===== src/rtl/tcp_pkg.sv =====
// ----------------------------------------------------------------------------
// tcp_pkg: shared types and constants of the text command parser
// character codes, keyword tables, command codes and the header control word
// ----------------------------------------------------------------------------
package tcp_pkg;

  // longest accepted message is MaxMsgLen-1 bytes including the ';'
  localparam int unsigned MaxMsgLen = 128;
  localparam int unsigned MsgLenW   = $clog2(MaxMsgLen + 1);

  localparam logic [7:0] ChSemi  = 8'h3B;
  localparam logic [7:0] ChColon = 8'h3A;
  localparam logic [7:0] ChDot   = 8'h2E;
  localparam logic [7:0] ChPlus  = 8'h2B;
  localparam logic [7:0] ChMinus = 8'h2D;
  localparam logic [7:0] ChSpace = 8'h20;
  localparam logic [7:0] ChTab   = 8'h09;
  localparam logic [7:0] ChCr    = 8'h0D;
  localparam logic [7:0] ChZero  = 8'h30;
  localparam logic [7:0] ChNine  = 8'h39;

  // keywords, right-aligned with the first character at the high end
  localparam int unsigned TxtW = 64;
  localparam int unsigned NumGrp = 2;
  localparam int unsigned NumSub = 5;

  localparam logic [TxtW-1:0] GrpTxt [NumGrp] = '{TxtW'("flash"), TxtW'("trig")};
  localparam logic [2:0]      GrpLen [NumGrp] = '{3'd5, 3'd4};
  localparam logic [TxtW-1:0] SubTxt [NumSub] = '{TxtW'("on"), TxtW'("off"),
                                                 TxtW'("en"), TxtW'("shift"),
                                                 TxtW'("expo")};
  localparam logic [2:0]      SubLen [NumSub] = '{3'd2, 3'd3, 3'd2, 3'd5, 3'd4};

  typedef enum logic [2:0] {
    CMD_NONE      = 3'd0,
    CMD_FLASH_ON  = 3'd1,
    CMD_FLASH_OFF = 3'd2,
    CMD_TRIG_EN   = 3'd3,
    CMD_TRIG_OFF  = 3'd4,
    CMD_TRIG_SHIFT = 3'd5,
    CMD_TRIG_EXPO = 3'd6
  } cmd_e;

  // what the top level asks the header matcher to do with the current word
  typedef struct packed {
    logic step;     // a word is processed this cycle
    logic clear;    // end of message, back to reset
    logic close;    // '.' or ':' in the header
    logic is_char;  // ordinary header character
  } hdr_ctrl_t;

  // does character ch sit at position idx of keyword txt of length len
  function automatic logic char_hit(logic [TxtW-1:0] txt, logic [2:0] len,
                                    logic [6:0] idx, logic [7:0] ch);
    logic [2:0] pos;
    logic [5:0] base;
    pos  = 3'(len - 3'd1 - idx[2:0]);
    base = {pos, 3'b000};
    return (idx < 7'(len)) && (txt[base +: 8] == ch);
  endfunction

endpackage


===== src/rtl/tcp_header.sv =====
// ----------------------------------------------------------------------------
// tcp_header: header token matcher
// splits the header on '.' and ':', tracks keyword candidates and gives the command
// ----------------------------------------------------------------------------
module tcp_header (
  input  logic              clk_i,
  input  logic              rst_ni,
  input  tcp_pkg::hdr_ctrl_t ctrl_i,
  input  logic [7:0]        ch_i,
  output logic [2:0]        command_o
);

  localparam logic [1:0] GM_NONE  = 2'd0;
  localparam logic [1:0] GM_FLASH = 2'd1;
  localparam logic [1:0] GM_TRIG  = 2'd2;

  logic [2:0] tok_cnt_q, tok_cnt_d;
  logic [6:0] idx_q, idx_d;
  logic [1:0] grp_live_q, grp_live_d;
  logic [1:0] grp_match_q, grp_match_d;
  logic [tcp_pkg::NumSub-1:0] sub_q, sub_d;

  logic [2:0] tc_new;
  logic [1:0] grp_hit;
  logic [tcp_pkg::NumSub-1:0] sub_hit, sub_len_ok;

  always_comb begin
    for (int k = 0; k < tcp_pkg::NumGrp; k++) begin
      grp_hit[k] = tcp_pkg::char_hit(tcp_pkg::GrpTxt[k], tcp_pkg::GrpLen[k], idx_q, ch_i);
    end
    for (int k = 0; k < tcp_pkg::NumSub; k++) begin
      sub_hit[k]    = tcp_pkg::char_hit(tcp_pkg::SubTxt[k], tcp_pkg::SubLen[k], idx_q, ch_i);
      sub_len_ok[k] = (idx_q == 7'(tcp_pkg::SubLen[k]));
    end
  end

  // a fresh token bumps the count, saturating at seven
  assign tc_new = (idx_q == '0 && tok_cnt_q != 3'd7) ? tok_cnt_q + 3'd1 : tok_cnt_q;

  always_comb begin
    tok_cnt_d   = tok_cnt_q;
    idx_d       = idx_q;
    grp_live_d  = grp_live_q;
    grp_match_d = grp_match_q;
    sub_d       = sub_q;
    if (ctrl_i.step) begin
      if (ctrl_i.clear) begin
        tok_cnt_d   = '0;
        idx_d       = '0;
        grp_live_d  = '1;
        grp_match_d = GM_NONE;
        sub_d       = '1;
      end else if (ctrl_i.close) begin
        if (idx_q != '0) begin
          if (tok_cnt_q == 3'd1) begin
            if (grp_live_q[0] && idx_q == 7'(tcp_pkg::GrpLen[0])) begin
              grp_match_d = GM_FLASH;
            end else if (grp_live_q[1] && idx_q == 7'(tcp_pkg::GrpLen[1])) begin
              grp_match_d = GM_TRIG;
            end else begin
              grp_match_d = GM_NONE;
            end
          end else if (tok_cnt_q == 3'd2) begin
            sub_d = sub_q & sub_len_ok;
          end
          idx_d = '0;
        end
      end else if (ctrl_i.is_char) begin
        tok_cnt_d = tc_new;
        if (tc_new == 3'd1) begin
          grp_live_d = ((idx_q == '0) ? 2'b11 : grp_live_q) & grp_hit;
        end else if (tc_new == 3'd2) begin
          sub_d = ((idx_q == '0) ? '1 : sub_q) & sub_hit;
        end
        if (idx_q != 7'd127) begin
          idx_d = idx_q + 7'd1;
        end
      end
    end
  end

  always_ff @(posedge clk_i or negedge rst_ni) begin
    if (!rst_ni) begin
      tok_cnt_q   <= '0;
      idx_q       <= '0;
      grp_live_q  <= '1;
      grp_match_q <= GM_NONE;
      sub_q       <= '1;
    end else begin
      tok_cnt_q   <= tok_cnt_d;
      idx_q       <= idx_d;
      grp_live_q  <= grp_live_d;
      grp_match_q <= grp_match_d;
      sub_q       <= sub_d;
    end
  end

  // command from the finished header; flash: on, off; trig: en, off, shift, expo
  always_comb begin
    tcp_pkg::cmd_e cmd;
    cmd = tcp_pkg::CMD_NONE;
    if (tok_cnt_q >= 3'd2) begin
      case (grp_match_q)
        GM_FLASH: begin
          if (sub_q[0]) cmd = tcp_pkg::CMD_FLASH_ON;
          else if (sub_q[1]) cmd = tcp_pkg::CMD_FLASH_OFF;
        end
        GM_TRIG: begin
          if (sub_q[2]) cmd = tcp_pkg::CMD_TRIG_EN;
          else if (sub_q[1]) cmd = tcp_pkg::CMD_TRIG_OFF;
          else if (sub_q[3]) cmd = tcp_pkg::CMD_TRIG_SHIFT;
          else if (sub_q[4]) cmd = tcp_pkg::CMD_TRIG_EXPO;
        end
        default: cmd = tcp_pkg::CMD_NONE;
      endcase
    end
    command_o = cmd;
  end

endmodule


===== src/rtl/text_command_parser_top.sv =====
// ----------------------------------------------------------------------------
// text_command_parser_top: byte-serial "group.sub:value;" command parser
// input register, single parse step, registered result word
// ----------------------------------------------------------------------------
// One received byte is taken per cycle unless a ';' is stalled, and each ';'
// that closes a valid message yields one result word (command code and signed
// 32-bit value) that is valid once that ';' has passed the input register and
// the result is held in the output register. The byte sits in an input
// register and is then folded into the header matcher, the number accumulator
// and the message length counter in a single step; a result goes to an output
// register, so bytes keep flowing while a result waits. The only stall: a ';'
// held in the input register waits while an untaken result still occupies the
// output register. Messages with no ':', with nothing after the ':', or longer
// than 127 bytes including the ';' give no result; unknown keywords give
// command 0. Every ';' returns the parser to its reset state.
module text_command_parser_top (
  input  logic               clk_i,
  input  logic               rst_ni,
  input  logic               in_valid_i,
  output logic               in_ready_o,
  input  logic [7:0]         rx_byte_i,
  output logic               out_valid_o,
  input  logic               out_ready_i,
  output logic [2:0]         command_o,
  output logic signed [31:0] value_o
);

  localparam logic PH_HEADER = 1'b0;
  localparam logic PH_VALUE  = 1'b1;

  // input register
  logic       in_valid_q;
  logic [7:0] in_byte_q;

  // parse state
  logic                        phase_q, phase_d;
  logic [tcp_pkg::MsgLenW-1:0] len_q, len_d, len_inc;
  logic [31:0]                 acc_q, acc_d;
  logic                        minus_q, minus_d;
  logic                        started_q, started_d;
  logic                        ended_q, ended_d;
  logic                        seen_q, seen_d;

  // output register
  logic        out_valid_q;
  logic [2:0]  command_q;
  logic [31:0] value_q;

  logic       is_semi, is_digit, is_blank, is_sign;
  logic       adv, accept, emit;
  logic [2:0] hdr_cmd;
  tcp_pkg::hdr_ctrl_t hdr_ctrl;

  assign is_semi  = (in_byte_q == tcp_pkg::ChSemi);
  assign is_digit = (in_byte_q >= tcp_pkg::ChZero) && (in_byte_q <= tcp_pkg::ChNine);
  assign is_blank = (in_byte_q == tcp_pkg::ChSpace) ||
                    ((in_byte_q >= tcp_pkg::ChTab) && (in_byte_q <= tcp_pkg::ChCr));
  assign is_sign  = (in_byte_q == tcp_pkg::ChPlus) || (in_byte_q == tcp_pkg::ChMinus);

  // a ';' needs a free output slot, every other byte moves on at once
  assign adv        = in_valid_q && (!is_semi || !out_valid_q || out_ready_i);
  assign in_ready_o = !in_valid_q || adv;

  always_ff @(posedge clk_i or negedge rst_ni) begin
    if (!rst_ni) begin
      in_valid_q <= 1'b0;
    end else if (in_ready_o) begin
      in_valid_q <= in_valid_i;
    end
  end

  always_ff @(posedge clk_i) begin
    if (in_ready_o && in_valid_i) begin
      in_byte_q <= rx_byte_i;
    end
  end

  // message length, saturating, counts the ';' too
  assign len_inc = (len_q < tcp_pkg::MsgLenW'(tcp_pkg::MaxMsgLen)) ? len_q + 1'b1 : len_q;
  assign accept  = (len_inc <= tcp_pkg::MsgLenW'(tcp_pkg::MaxMsgLen - 1)) &&
                   (phase_q == PH_VALUE) && seen_q;
  assign emit    = adv && is_semi && accept;

  // header matcher control
  always_comb begin
    hdr_ctrl.step    = adv;
    hdr_ctrl.clear   = is_semi;
    hdr_ctrl.close   = (phase_q == PH_HEADER) &&
                       (in_byte_q == tcp_pkg::ChColon || in_byte_q == tcp_pkg::ChDot);
    hdr_ctrl.is_char = (phase_q == PH_HEADER);
  end

  tcp_header u_header (
    .clk_i     (clk_i),
    .rst_ni    (rst_ni),
    .ctrl_i    (hdr_ctrl),
    .ch_i      (in_byte_q),
    .command_o (hdr_cmd)
  );

  // phase, length and number accumulator
  always_comb begin
    phase_d   = phase_q;
    len_d     = len_q;
    acc_d     = acc_q;
    minus_d   = minus_q;
    started_d = started_q;
    ended_d   = ended_q;
    seen_d    = seen_q;
    if (adv) begin
      len_d = len_inc;
      if (is_semi) begin
        // every ';' ends the message, kept or dropped
        phase_d   = PH_HEADER;
        len_d     = '0;
        acc_d     = '0;
        minus_d   = 1'b0;
        started_d = 1'b0;
        ended_d   = 1'b0;
        seen_d    = 1'b0;
      end else if (phase_q == PH_HEADER) begin
        if (in_byte_q == tcp_pkg::ChColon) begin
          phase_d = PH_VALUE;
        end
      end else begin
        seen_d = 1'b1;
        if (ended_q) begin
          // number already finished, rest of the text is ignored
        end else if (!started_q && is_blank) begin
          // leading blanks skipped
        end else if (!started_q && is_sign) begin
          started_d = 1'b1;
          minus_d   = (in_byte_q == tcp_pkg::ChMinus);
        end else if (is_digit) begin
          started_d = 1'b1;
          // acc * 10 + digit, wraps modulo 2^32
          acc_d = (acc_q << 3) + (acc_q << 1) + {28'd0, in_byte_q[3:0]};
        end else begin
          ended_d = 1'b1;
        end
      end
    end
  end

  always_ff @(posedge clk_i or negedge rst_ni) begin
    if (!rst_ni) begin
      phase_q   <= PH_HEADER;
      len_q     <= '0;
      acc_q     <= '0;
      minus_q   <= 1'b0;
      started_q <= 1'b0;
      ended_q   <= 1'b0;
      seen_q    <= 1'b0;
    end else begin
      phase_q   <= phase_d;
      len_q     <= len_d;
      acc_q     <= acc_d;
      minus_q   <= minus_d;
      started_q <= started_d;
      ended_q   <= ended_d;
      seen_q    <= seen_d;
    end
  end

  // result register
  always_ff @(posedge clk_i or negedge rst_ni) begin
    if (!rst_ni) begin
      out_valid_q <= 1'b0;
    end else begin
      out_valid_q <= (out_valid_q && !out_ready_i) || emit;
    end
  end

  always_ff @(posedge clk_i) begin
    if (emit) begin
      command_q <= hdr_cmd;
      value_q   <= minus_q ? (32'd0 - acc_q) : acc_q;
    end
  end

  assign out_valid_o = out_valid_q;
  assign command_o   = command_q;
  assign value_o     = signed'(value_q);

  // a held result is never overwritten
  assert property (@(posedge clk_i) disable iff (!rst_ni)
    out_valid_q && !out_ready_i |-> !emit)
    else $error("result overwritten while waiting");

  // every processed ';' returns the parser to reset
  assert property (@(posedge clk_i) disable iff (!rst_ni)
    adv && is_semi |=> len_q == '0 && phase_q == PH_HEADER && !seen_q && acc_q == '0)
    else $error("state not cleared after end of message");

  // a stalled input word stays in the input register
  assert property (@(posedge clk_i) disable iff (!rst_ni)
    in_valid_q && !adv |=> in_valid_q && $stable(in_byte_q))
    else $error("stalled input word lost");

  // only known command codes are produced
  assert property (@(posedge clk_i) disable iff (!rst_ni)
    out_valid_o |-> command_o <= 3'(tcp_pkg::CMD_TRIG_EXPO))
    else $error("command code out of range");

endmodule


===== config.mk =====
export PLATFORM = sky130hd
export DESIGN_NAME = text_command_parser_top
export DESIGN_NICKNAME = d
export VERILOG_FILES = /design/src/rtl/tcp_pkg.sv /design/src/rtl/tcp_header.sv /design/src/rtl/text_command_parser_top.sv
export SDC_FILE = /design/constraint.sdc
export NUM_CORES = 1
export LEC_CHECK = 0
export ABC_CLOCK_PERIOD_IN_PS = 6100
export BUFFER_PORTS_ARGS = -buffer_cell sky130_fd_sc_hd__buf_2
export CAP_MARGIN = 10
export CORE_AREA = 2 2 133 135
export DETAILED_ROUTE_END_ITERATION = 16
export DIE_AREA = 0 0 135 137
export HOLD_SLACK_MARGIN = 0.02
export MAX_ROUTING_LAYER = met4
export PLACE_DENSITY_LB_ADDON = 0.05
export SLEW_MARGIN = 20
export SYNTH_ARGS = -nofsm -noshare
export SYNTH_HDL_FRONTEND = slang
export SYNTH_SLANG_ARGS = --single-unit

===== constraint.sdc =====
create_clock -name clk_i -period 6.1 [get_ports clk_i]
set_input_delay 0.305 -clock clk_i [delete_from_list [all_inputs] [get_ports clk_i]]
set_output_delay 0.305 -clock clk_i [all_outputs]
set_load 0.01 [all_outputs]

==> run summary, run 1 <==
met3 Track Usage GR = 3.07%
Clock power frac = 26.5%
CP endpoint = acc_q[30]
layout cell share with drive strength beyond 1 = 11.7%
Worst setup EP type = flip-flop
placed cell areas = 0.00804 mm^2
WL/cell = 16.6 um
number of distinct library cells after synthesis = 64
Sw Ratio = 34.8%
Final setup viols = 0
GRT Total Usage = 20.3%
clk root buf = clkbuf_16
CTS sink cnt = 109
area grow syn2layout = 9.45%
combinational group share of total power = 30.7%
Slowest Stage Delay on Critical Path = 0.65 ns
GR peak layer = met2
routability congestion estimate from global placement = 0.911
largest net degree at the start of global routing = 67
post-CTS sizing = 0
die height = 137 um
H-Tree Depth = 3
FF+latch area = 0.00295 mm^2
Synthesized Nets = 878
commonest non-fill, non-tap cell in the layout = ha_1
met1 Use GR = 25.2%
Die Area = 0.0185 mm^2
# nets final = 911
global-route wire length before repair = 29300 um
Rows = 48
Cells after Synth = 785
Max Transition Viols Final = 0
I/O Buffers = 48
#FFs+latches synth = 109
DRT iter0 DRCs = 319
Layout Skew = 0.00801 ns
beginning of the critical path = in_byte_q[3]
routed vias = 6013
unrepaired setup endpoints after global routing = false
DRC errors left = 0
Post-synth ARST share = 60.6%
Final Hold Vio Count = 0
Final HPWL DP = 12700 um
fillcell total = 1635
Slew @ Worst Pin = 0.902 ns
Post-synth top flop = dfrtp_1
core area = 0.0171 mm^2
setup repair bufs after CTS = 0
Crit Path Max Fanout = 15
CTS Buf Count = 9
required time worst endpoint = 6.35 ns
vias in the first global route = 5970
hold_buf cts = 0
final instance area = 0.00832 mm^2
Worst setup SP type = flip-flop
Int Power = 1.41 mW
Crit Reg-Reg Endpoint = acc_q[30]
syn avg cell area = 9.68 um^2
clk_lat worst skew = 0.36 ns
Synth warnings = 0
sequential share of power = 42.8%
Tcrit/Tclk final = 67.8%
initial antenna violation count = 0
setup TNS = 0 ns
DRT Pass-1 Iters = 5
Power Density = 259 mW/mm^2
kind of critical path = reg -> reg
P_sw = 751 uW
GR Overflow Total = 0
Total Routed Length = 17400 um
crit-path cells = inv_1 > fa_1 > inv_1 > fa_1 > a211o_1 > o211ai_1 > a211oi_1 > a211o_1 > a21oi_1 > o21ai_1 > a31oi_1 > xnor2_1 > a22o_1
WP data arrival = 4.38 ns
type of the worst min-delay path = in -> reg
number of synthesized flops with an enable pin = 43
VDD IR-drop max = 0.173 mV
Seq/Total Area, Yosys = 38.9%
CP max-delay cell = edfxtp_1
area of the multi-input gates = 0.00444 mm^2
IO Pins = 49
n_diodes = 0
Die X = 135 um
clock slew at reported path FFs = 0.07 ns
Tmin final = 4.13 ns
Static Leakage = 3.81 nW
worst reg2reg path startpoint = in_byte_q[3]
status = complete, no violations
max cap viols = 0
Mapped Area = 0.00760 mm^2
antenna-violating nets left = 0
most frequent cells in the layout = ha_1, nand2_1, dfrtp_1
Vias/cell = 5.74
Initial Util = 44.5%
R2R Setup Slk = 1.97 ns
met2 Resource Use GR = 34.8%
CTS tree = done
Max Freq = 0.242 GHz
Slew headroom = 39.7%
clk buf depth = 2
worst reg2reg path depth = 13
critical path: cells and delay by family (launching register included):
family	cells	cell delay, ns
flip-flops	1	0.65
buffers and inverters	2	0.31
AO/OA/AOI/OAI	8	1.95
adder cells (fa/ha/maj)	2	1.04
XOR/XNOR	1	0.08
logic make-up (layout without fill, tap and decap cells):
group	after synthesis	count (layout)	synth area share [%]
muxes	2	2	0.264
buffers and inverters	54	92	2.75
adders and majority gates	81	81	13.5
and+or+nand+nor	243	243	16.5
AOI/OAI and AO/OA	214	214	18.6
DFF	109	109	38.9
xor gates and xnor gates	82	82	9.45
flip-flops by register name (all words and copies together) (netlist names):
signal	cells
in_valid_q	1
len_q	8
command_o	3
phase_q	1
u_header.grp_match_q	2
acc_q	32
started_q	1
u_header.sub_q	5
ended_q	1
minus_q	1
value_o	32
in_byte_q	8
seen_q	1
out_valid_o	1
u_header.grp_live_q	2
u_header.idx_q	7
u_header.tok_cnt_q	3
power by group through the flow:
stage          combinational [mW]  clock, mW  sequential (mW)
2_1_floorplan               0.541          0            0.893
3_3_place_gp                0.654          0            0.935
6_report                    0.661      0.572            0.923
5_1_grt                     0.743      0.616            0.934
4_1_cts                     0.666      0.589            0.923
3_5_place_dp                0.662          0            0.938
cells in the mapped netlist, types with 3 or more instances:
master	count	area, um^2
nor4_1	7	43.8
o21ai_0	53	265
xor2_1	26	228
nand3_1	23	115
buf_2	5	25.0
a21oi_1	47	235
nor2b_1	9	56.3
inv_1	23	86.3
or4_1	6	45.0
nand2b_1	7	43.8
nand4_1	13	81.3
a211o_1	3	26.3
nand2_1	76	285
and3_1	11	68.8
o31ai_1	15	113
ha_1	79	988
a31oi_1	11	68.8
o22a_1	6	52.6
o22ai_1	5	31.3
a21o_1	11	82.6
nor3b_1	3	22.5
o41ai_1	5	43.8
a211oi_1	3	22.5
dfstp_2	7	184
and2_1	3	18.8
dfrtp_1	59	1480
nor2_1	44	165
nor4b_1	3	26.3
o211ai_1	7	52.6
xnor2_1	56	490
a22o_1	27	236
nor3_1	15	75.1
or3_1	3	18.8
edfxtp_1	43	1290
clkbuf_1	24	90.1
nand3b_1	5	37.5
layer usage:
| layer | vias up | wire [um] | part of all wire [%] |
|---|---|---|---|
| met5 | - | 0 | 0 |
| met4 | 0 | 189 | 1.1 |
| met3 | 15 | 579 | 3.3 |
| met2 | 146 | 8550 | 49 |
| met1 | 2875 | 8070 | 46 |
| li1 | 2977 | - | - |
area by class of cell:
class / instances / area share (%)
clock buffer: 9 / 2.71
clock inverter: 7 / 0.587
inverter: 23 / 1.04
multi-input combinational: 622 / 53.4
sequential: 109 / 35.5
tap: 225 / 3.39
timing repair buffer: 53 / 3.34
worst min-delay path by stage:
stage | start | to | slack (ns) | depth (start not counted)
6_report | rx_byte_i[4] | in_byte_q[4] | 0.12 | 1
5_1_grt | rx_byte_i[2] | in_byte_q[2] | 0.11 | 1
4_1_cts | rx_byte_i[4] | in_byte_q[4] | 0.11 | 1
3_5_place_dp | rx_byte_i[0] | in_byte_q[0] | 0.48 | 1
3_3_place_gp | rx_byte_i[5] | in_byte_q[5] | 0.48 | 1
2_1_floorplan | rst_ni | acc_q[0] | 0.009 | 0
per-stage QoR:
stage | total power, mW | std cells | utilization [%] | hold slack [ns] | worst slack, ns
floorplan | 1.43 | 785 | - | 0.00941 | 1.05
global placement | 1.59 | 1032 | 47.1 | 0.483 | 2.04
detailed placement | 1.60 | 1032 | 47.1 | 0.484 | 1.97
CTS | 2.18 | 1048 | 48.7 | 0.105 | 1.97
global route | 2.29 | 1048 | 48.8 | 0.110 | 1.63
finish | 2.16 | 1048 | 48.8 | 0.119 | 1.97
(Power assumes the default switching activity.)
==> inputs of run 2 (changes only) <==
Settings changed: ABC_CLOCK_PERIOD_IN_PS 6100 to 3700.
Clock period 6.1 ns to 3.7 ns, I/O delays scaled along.
==> run 2 against run 1 <==
Against the previous run:
- maximum frequency grew 20%
- non-clock buffer count grew 24
- highest routed layer unchanged
- count of clock-buffer cells in the layout grew 2
- register-to-register slack lost 1.7 ns
- sequential power grew 60%
- die area is the same
- cell area grew 3.1%
- combinational power grew 74%
- hold slack gained 0.057 ns
- largest power group unchanged
- first-iteration DRC count shrank 0.94%
- utilization grew 1.5 points
- routed wire length shrank 1.9%
==> run summary, run 2 (synthesis gave the netlist of run 1 again) <==
Final Hold Vio Count = 0 (unchanged)
routed wl met3 = 559 um (-3.5%)
clk root buf = clkbuf_16
crit-path cells = inv_1 > fa_1 > inv_1 > fa_1 > a211o_1 > o211ai_1 > a211oi_1 > a211o_1 > a21oi_2 > o21ai_1 > a31oi_1 > xnor2_1 > a22o_1
die height = 137 um (unchanged)
core area = 0.0171 mm^2 (unchanged)
Initial Util = 44.5% (unchanged)
Worst setup SP type = flip-flop
GR Overflow Total = 0 (unchanged)
Final HPWL DP = 12600 um (-0.80%)
CTS tree = done
final core occ = 50.2% (+1.5 points)
setup TNS = 0 ns (unchanged)
required time worst endpoint = 3.95 ns (-2.40 ns)
final instance area = 0.00857 mm^2 (+3.1%)
kind of critical path = reg -> reg
met1 WL = 8020 um (-0.57%)
n_diodes = 0 (unchanged)
commonest non-fill, non-tap cell in the layout = ha_1
WL/cell = 15.9 um (-4.1%)
Final setup viols = 0 (unchanged)
layout cell share with drive strength beyond 1 = 13.1% (+1.4 points)
antenna-violating nets left = 0 (unchanged)
Crit Path Max Fanout = 5 (-10)
most frequent cells in the layout = ha_1, nand2_1, dfrtp_1
Sw Ratio = 33.0% (-1.8 points)
largest net degree at the start of global routing = 39 (-42%)
Final Worst Setup Slack = 0.247 ns (-1.72 ns)
R2R Setup Slk = 0.25 ns (-1.72 ns)
Int Power = 2.43 mW (+73%)
Total Routed Length = 17000 um (-1.9%)
Tmin final = 3.45 ns (-0.680 ns)
DRC errors left = 0 (unchanged)
Die Area = 0.0185 mm^2 (unchanged)
clk buf depth = 2 (unchanged)
max cap viols = 0 (unchanged)
DRT Pass-1 Iters = 6 (+1)
VDD IR-drop max = 0.272 mV (+57%)
H-Tree Depth = 3 (unchanged)
# nets final = 935 (+2.6%)
Vias/cell = 5.63 (-1.9%)
placed cells = 1046 (+1.4%)
combinational group share of total power = 31.6% (+0.9 points)
WP data arrival = 3.70 ns (-0.68 ns)
Worst setup EP type = flip-flop
Max Transition Viols Final = 0 (unchanged)
worst slack, placed = 0.128 ns (-1.84 ns)
CTS Buf Count = 9 (unchanged)
area grow syn2layout = 12.8%
clk_lat worst skew = 0.36 ns (about the same)
vias in the first global route = 5742 (-3.8%)
GRT Total Usage = 20.0% (-0.31 points)
routability congestion estimate from global placement = 0.904 (-0.79%)
Rows = 48 (unchanged)
IO Pins = 49 (unchanged)
Overall Power = 3.63 mW (+68%)
placed cell areas = 0.00815 mm^2 (+1.4%)
Power Density = 424 mW/mm^2 (+63%)
status = complete, no violations
clock slew at reported path FFs = 0.07 ns (about the same)
type of the worst min-delay path = in -> reg
routed vias = 6032 (+0.32%)
Slew @ Worst Pin = 0.767 ns (-0.135 ns)
Non-Filler Instances = 1072 (+2.3%)
global-route wire length before repair = 28700 um (-2.0%)
I/O Buffers = 48 (unchanged)
Static Leakage = 3.94 nW (+3.3%)
Tcrit/Tclk final = 93.3% (+26 points)
met2 WL = 8230 um (-3.7%)
CTS sink cnt = 109 (unchanged)
Clock power frac = 27.7% (+1.2 points)
CP max-delay cell = fa_1
Slew headroom = 48.9% (+9.2 points)
Max Freq = 0.290 GHz (+20%)
hold_ws = 0.176 ns (+0.0570 ns)
Layout Skew = 0.00602 ns (-0.00199 ns)
Slowest Stage Delay on Critical Path = 0.49 ns (-0.16 ns)
sequential share of power = 40.7% (-2.1 points)
P_sw = 1.20 mW (+60%)
DRT iter0 DRCs = 316 (-0.94%)
initial antenna violation count = 0 (unchanged)
Die X = 135 um (unchanged)
uppermost layer routed = met4
unrepaired setup endpoints after global routing = false
[run 2: cell count changes in the layout (fill, tap and decap cells not counted), sizes merged]
cell,delta
buf,+14
inv,-1
dlygate4sd3,+10
clkbuf,+2
clkinv,-1
[run 2: worst paths after layout]
path                                      to              start  cells past startpoint
hold / removal                    in_valid_q        out_ready_i                      4
max in group asynchronous            minus_q             rst_ni                      3
setup / recovery                   acc_q[30]           acc_q[2]                     13
hold reg to reg            u_header.sub_q[2]  u_header.sub_q[2]                      2
min in group asynchronous  u_header.idx_q[0]             rst_ni                      2
setup reg to reg                   acc_q[30]           acc_q[2]                     13
[run 2: cell type report]
| cell class | instances | area [um^2] |
|---|---|---|
| fill | 1624 | 8490 |
| multi-input combinational | 622 | 4460 |
| sequential | 109 | 2950 |
| timing repair buffer | 77 | 483 |
| tap | 225 | 282 |
| clock buffer | 11 | 275 |
| inverter | 23 | 86.3 |
| clock inverter | 5 | 36.3 |
[run 2: what timing repair did]
item                                    CTS  global route
setup buffers                             0             0
hold buffers                              9             1
endpoints found under the setup margin    0             3
gates resized for setup                   0             1
endpoints found under the hold margin    36             1
[run 2: power by group through the flow]
stage	Combinational (mW)	Sequential, mW	Clock, mW
after floorplan	0.892	1.47	0
after global placement	1.12	1.50	0
after detailed placement	1.14	1.50	0
after CTS	1.16	1.48	1.03
after global routing	1.31	1.50	1.08
final	1.15	1.48	1.01
[run 2: metal layers]
metal	global-route usage [%]	vias up
li1	-	3031
met1	26.3	2858
met2	32.4	124
met3	2.48	19
met4	6.02	0
met5	-	-
[run 2: critical path, delay by kind of cell, from the launching register on]
kind                     cells  cell delay (ns)
XOR/XNOR                     1             0.09
buffers and inverters        2             0.17
adder cells (fa/ha/maj)      2             0.97
flip-flops                   1             0.42
AO/OA/AOI/OAI                8             1.70
==> inputs of run 3 (changes only) <==
Settings changed: ABC_CLOCK_PERIOD_IN_PS 3700 to 2750.
Clock period 3.7 ns to 2.75 ns, I/O delays scaled along.
==> run 3 against run 2 <==
Against the previous run:
- register-to-register slack worse by 0.64 ns
- sequential cell count did not move
- utilization grew 6.9 points
- die area is the same
- critical path type unchanged
- worst setup slack worse by 0.64 ns
- sequential share of layout area fell by 4.2 points
- via count is 8.1% higher
- largest cell class unchanged
- largest power group unchanged
- count of clock-buffer cells in the layout decreased by 1
- clock skew up 0.0074 ns
- cell area increased by 14%
- the flow now finishes with violations (negative setup slack)
- critical path depth unchanged
==> run summary, run 3 (synthesis gave the netlist of run 1 again) <==
status = finished, violations left
violated checks = negative setup slack
DRT Pass-1 Iters = 4 (-2)
Max Transition Viols Final = 0 (unchanged)
final core occ = 57.2% (+6.9 points)
fillcell total = 1490 (-8.3%)
CTS Buf Count = 9 (unchanged)
DRT iter0 DRCs = 317 (+0.32%)
I/O Buffers = 48 (unchanged)
CTS tree = done
type of the worst min-delay path = in -> reg
Layout Skew = 0.0134 ns (+0.00736 ns)
Final HPWL DP = 14400 um (+14%)
WL/cell = 16.5 um (+3.5%)
Max Freq = 0.319 GHz (+10%)
GR Overflow Total = 0 (unchanged)
layout cell share with drive strength beyond 1 = 27.6% (+14 points)
clk root buf = clkbuf_16
Die X = 135 um (unchanged)
placed cells = 1140 (+9.0%)
core area = 0.0171 mm^2 (unchanged)
CP delay by family, top = compound AO/OA/AOI/OAI gates
unrepaired setup endpoints after global routing = true
WP data arrival = 3.40 ns (-0.30 ns)
Die Area = 0.0185 mm^2 (unchanged)
vias in the first global route = 6615 (+15%)
# nets final = 1048 (+12%)
routed vias = 6520 (+8.1%)
max cap viols = 0 (unchanged)
Static Leakage = 4.60 nW (+17%)
DRC errors left = 0 (unchanged)
commonest non-fill, non-tap cell in the layout = buf_4
n_diodes = 0 (unchanged)
Worst setup EP type = flip-flop
initial antenna violation count = 0 (unchanged)
clk buf depth = 2 (unchanged)
setup TNS = -4.10 ns (-4.10 ns)
Slowest Stage Delay on Critical Path = 0.49 ns (about the same)
Tmin final = 3.14 ns (-0.314 ns)
Vias/cell = 5.50 (-2.2%)
Final Hold Vio Count = 0 (unchanged)
Final setup viols = 17 (+17)
Rows = 48 (unchanged)
Initial Util = 44.5% (unchanged)
clk_lat worst skew = 0.36 ns (about the same)
CTS sink cnt = 109 (unchanged)
H-Tree Depth = 3 (unchanged)
Worst setup SP type = flip-flop
GRT Total Usage = 22.7% (+2.7 points)
clock slew at reported path FFs = 0.08 ns (about the same)
Buffers & Inverters on Critical Path = 2 (unchanged)
VDD IR-drop max = 0.530 mV (+95%)
required time worst endpoint = 3.01 ns (-0.94 ns)
die height = 137 um (unchanged)
final instance area = 0.00975 mm^2 (+14%)
placed cell areas = 0.00891 mm^2 (+9.3%)
area grow syn2layout = 28.4%
CP max-delay cell = fa_1
Slew @ Worst Pin = 0.630 ns (-0.137 ns)
IO Pins = 49 (unchanged)
antenna-violating nets left = 0 (unchanged)
Power Density = 521 mW/mm^2 (+23%)
Crit Path Max Fanout = 4 (-1)
Total Routed Length = 19500 um (+14%)
kind of critical path = reg -> reg
global-route wire length before repair = 32300 um (+13%)
Tcrit/Tclk final = 114% (+21 points)
Final Worst Setup Slack = -0.389 ns (-0.636 ns)
crit-path cells = inv_2 > fa_1 > inv_2 > fa_2 > a211o_1 > o211ai_1 > a211oi_2 > a211o_1 > a21oi_4 > o21ai_4 > a31oi_1 > xnor2_1 > a22o_1
most frequent cells in the layout = buf_4, ha_1, nand2_1
routability congestion estimate from global placement = 0.919 (+1.7%)
Slew headroom = 57.6% (+8.8 points)
largest net degree at the start of global routing = 67 (+72%)
Non-Filler Instances = 1185 (+11%)
run 3: cell types whose count changed in the layout (fill, tap and decap cells not counted), sizes merged:
cell and change:
inv +1, clkinvlp -1, clkinv +1, buf +113, clkbuf -1
run 3: what timing repair did:
item                       in CTS  in global routing
hold endpoints to repair       68                  0
setup endpoints to repair      22                 50
hold buffers                   10                  0
setup buffers                  11                 12
gates resized for setup        34                 28
pin swaps                      32                 32
run 3: path summary, 6_finish.rpt:
| kind | slack, ns | start | to | cells after the start |
|---|---|---|---|---|
| worst max-delay path | -0.39 | acc_q[0] | acc_q[26] | 13 |
| min in group asynchronous | 0.34 | rst_ni | u_header.idx_q[2] | 3 |
| worst max register to register | -0.39 | acc_q[0] | acc_q[26] | 13 |
| worst min register to register | 0.53 | u_header.grp_match_q[1] | u_header.grp_match_q[1] | 2 |
| max in group asynchronous | 2.07 | rst_ni | u_header.sub_q[3] | 3 |
| worst min-delay path | 0.18 | out_ready_i | in_valid_q | 4 |
run 3: cell type report:
type                       instances  area [um^2]  area share [%]
tap                              225          282            2.89
timing repair buffer             190         1400            14.4
clock buffer                      10          229            2.35
clock inverter                     6         55.1           0.565
sequential                       109         2950            30.3
multi-input combinational        622         4740            48.7
inverter                          23         86.3           0.885
run 3: routing by layer:
layer	up-vias	track usage (%)	part of all wire (%)	wire (um)
li1	3259	-	-	-
met1	3149	26.5	44	8510
met2	89	40.5	52	10200
met3	23	3.00	2.1	403
met4	0	7.29	1.9	376
met5	-	-	0	0
run 3: metrics by stage:
stage / hold WS, ns / power [mW] / setup WS [ns]
after detailed placement: 0.196 / 3.73 / -0.491
after global routing: 0.204 / 5.38 / -0.550
after global placement: 0.201 / 3.68 / -0.449
after floorplan: -0.158 / 3.19 / -0.339
after CTS: 0.173 / 5.09 / -0.367
final: 0.179 / 5.08 / -0.389
run 3: worst min-delay path, delay by kind of cell:
kind | cells | cell delay, ns
AND/OR/NAND/NOR | 3 | 0.29
buffers and inverters | 1 | 0.08
run 3: power by group:
group | internal [mW] | switching [mW]
combinational | 0.868 | 0.962
clock | 0.635 | 0.650
sequential | 1.86 | 0.110
total | 3.36 | 1.72
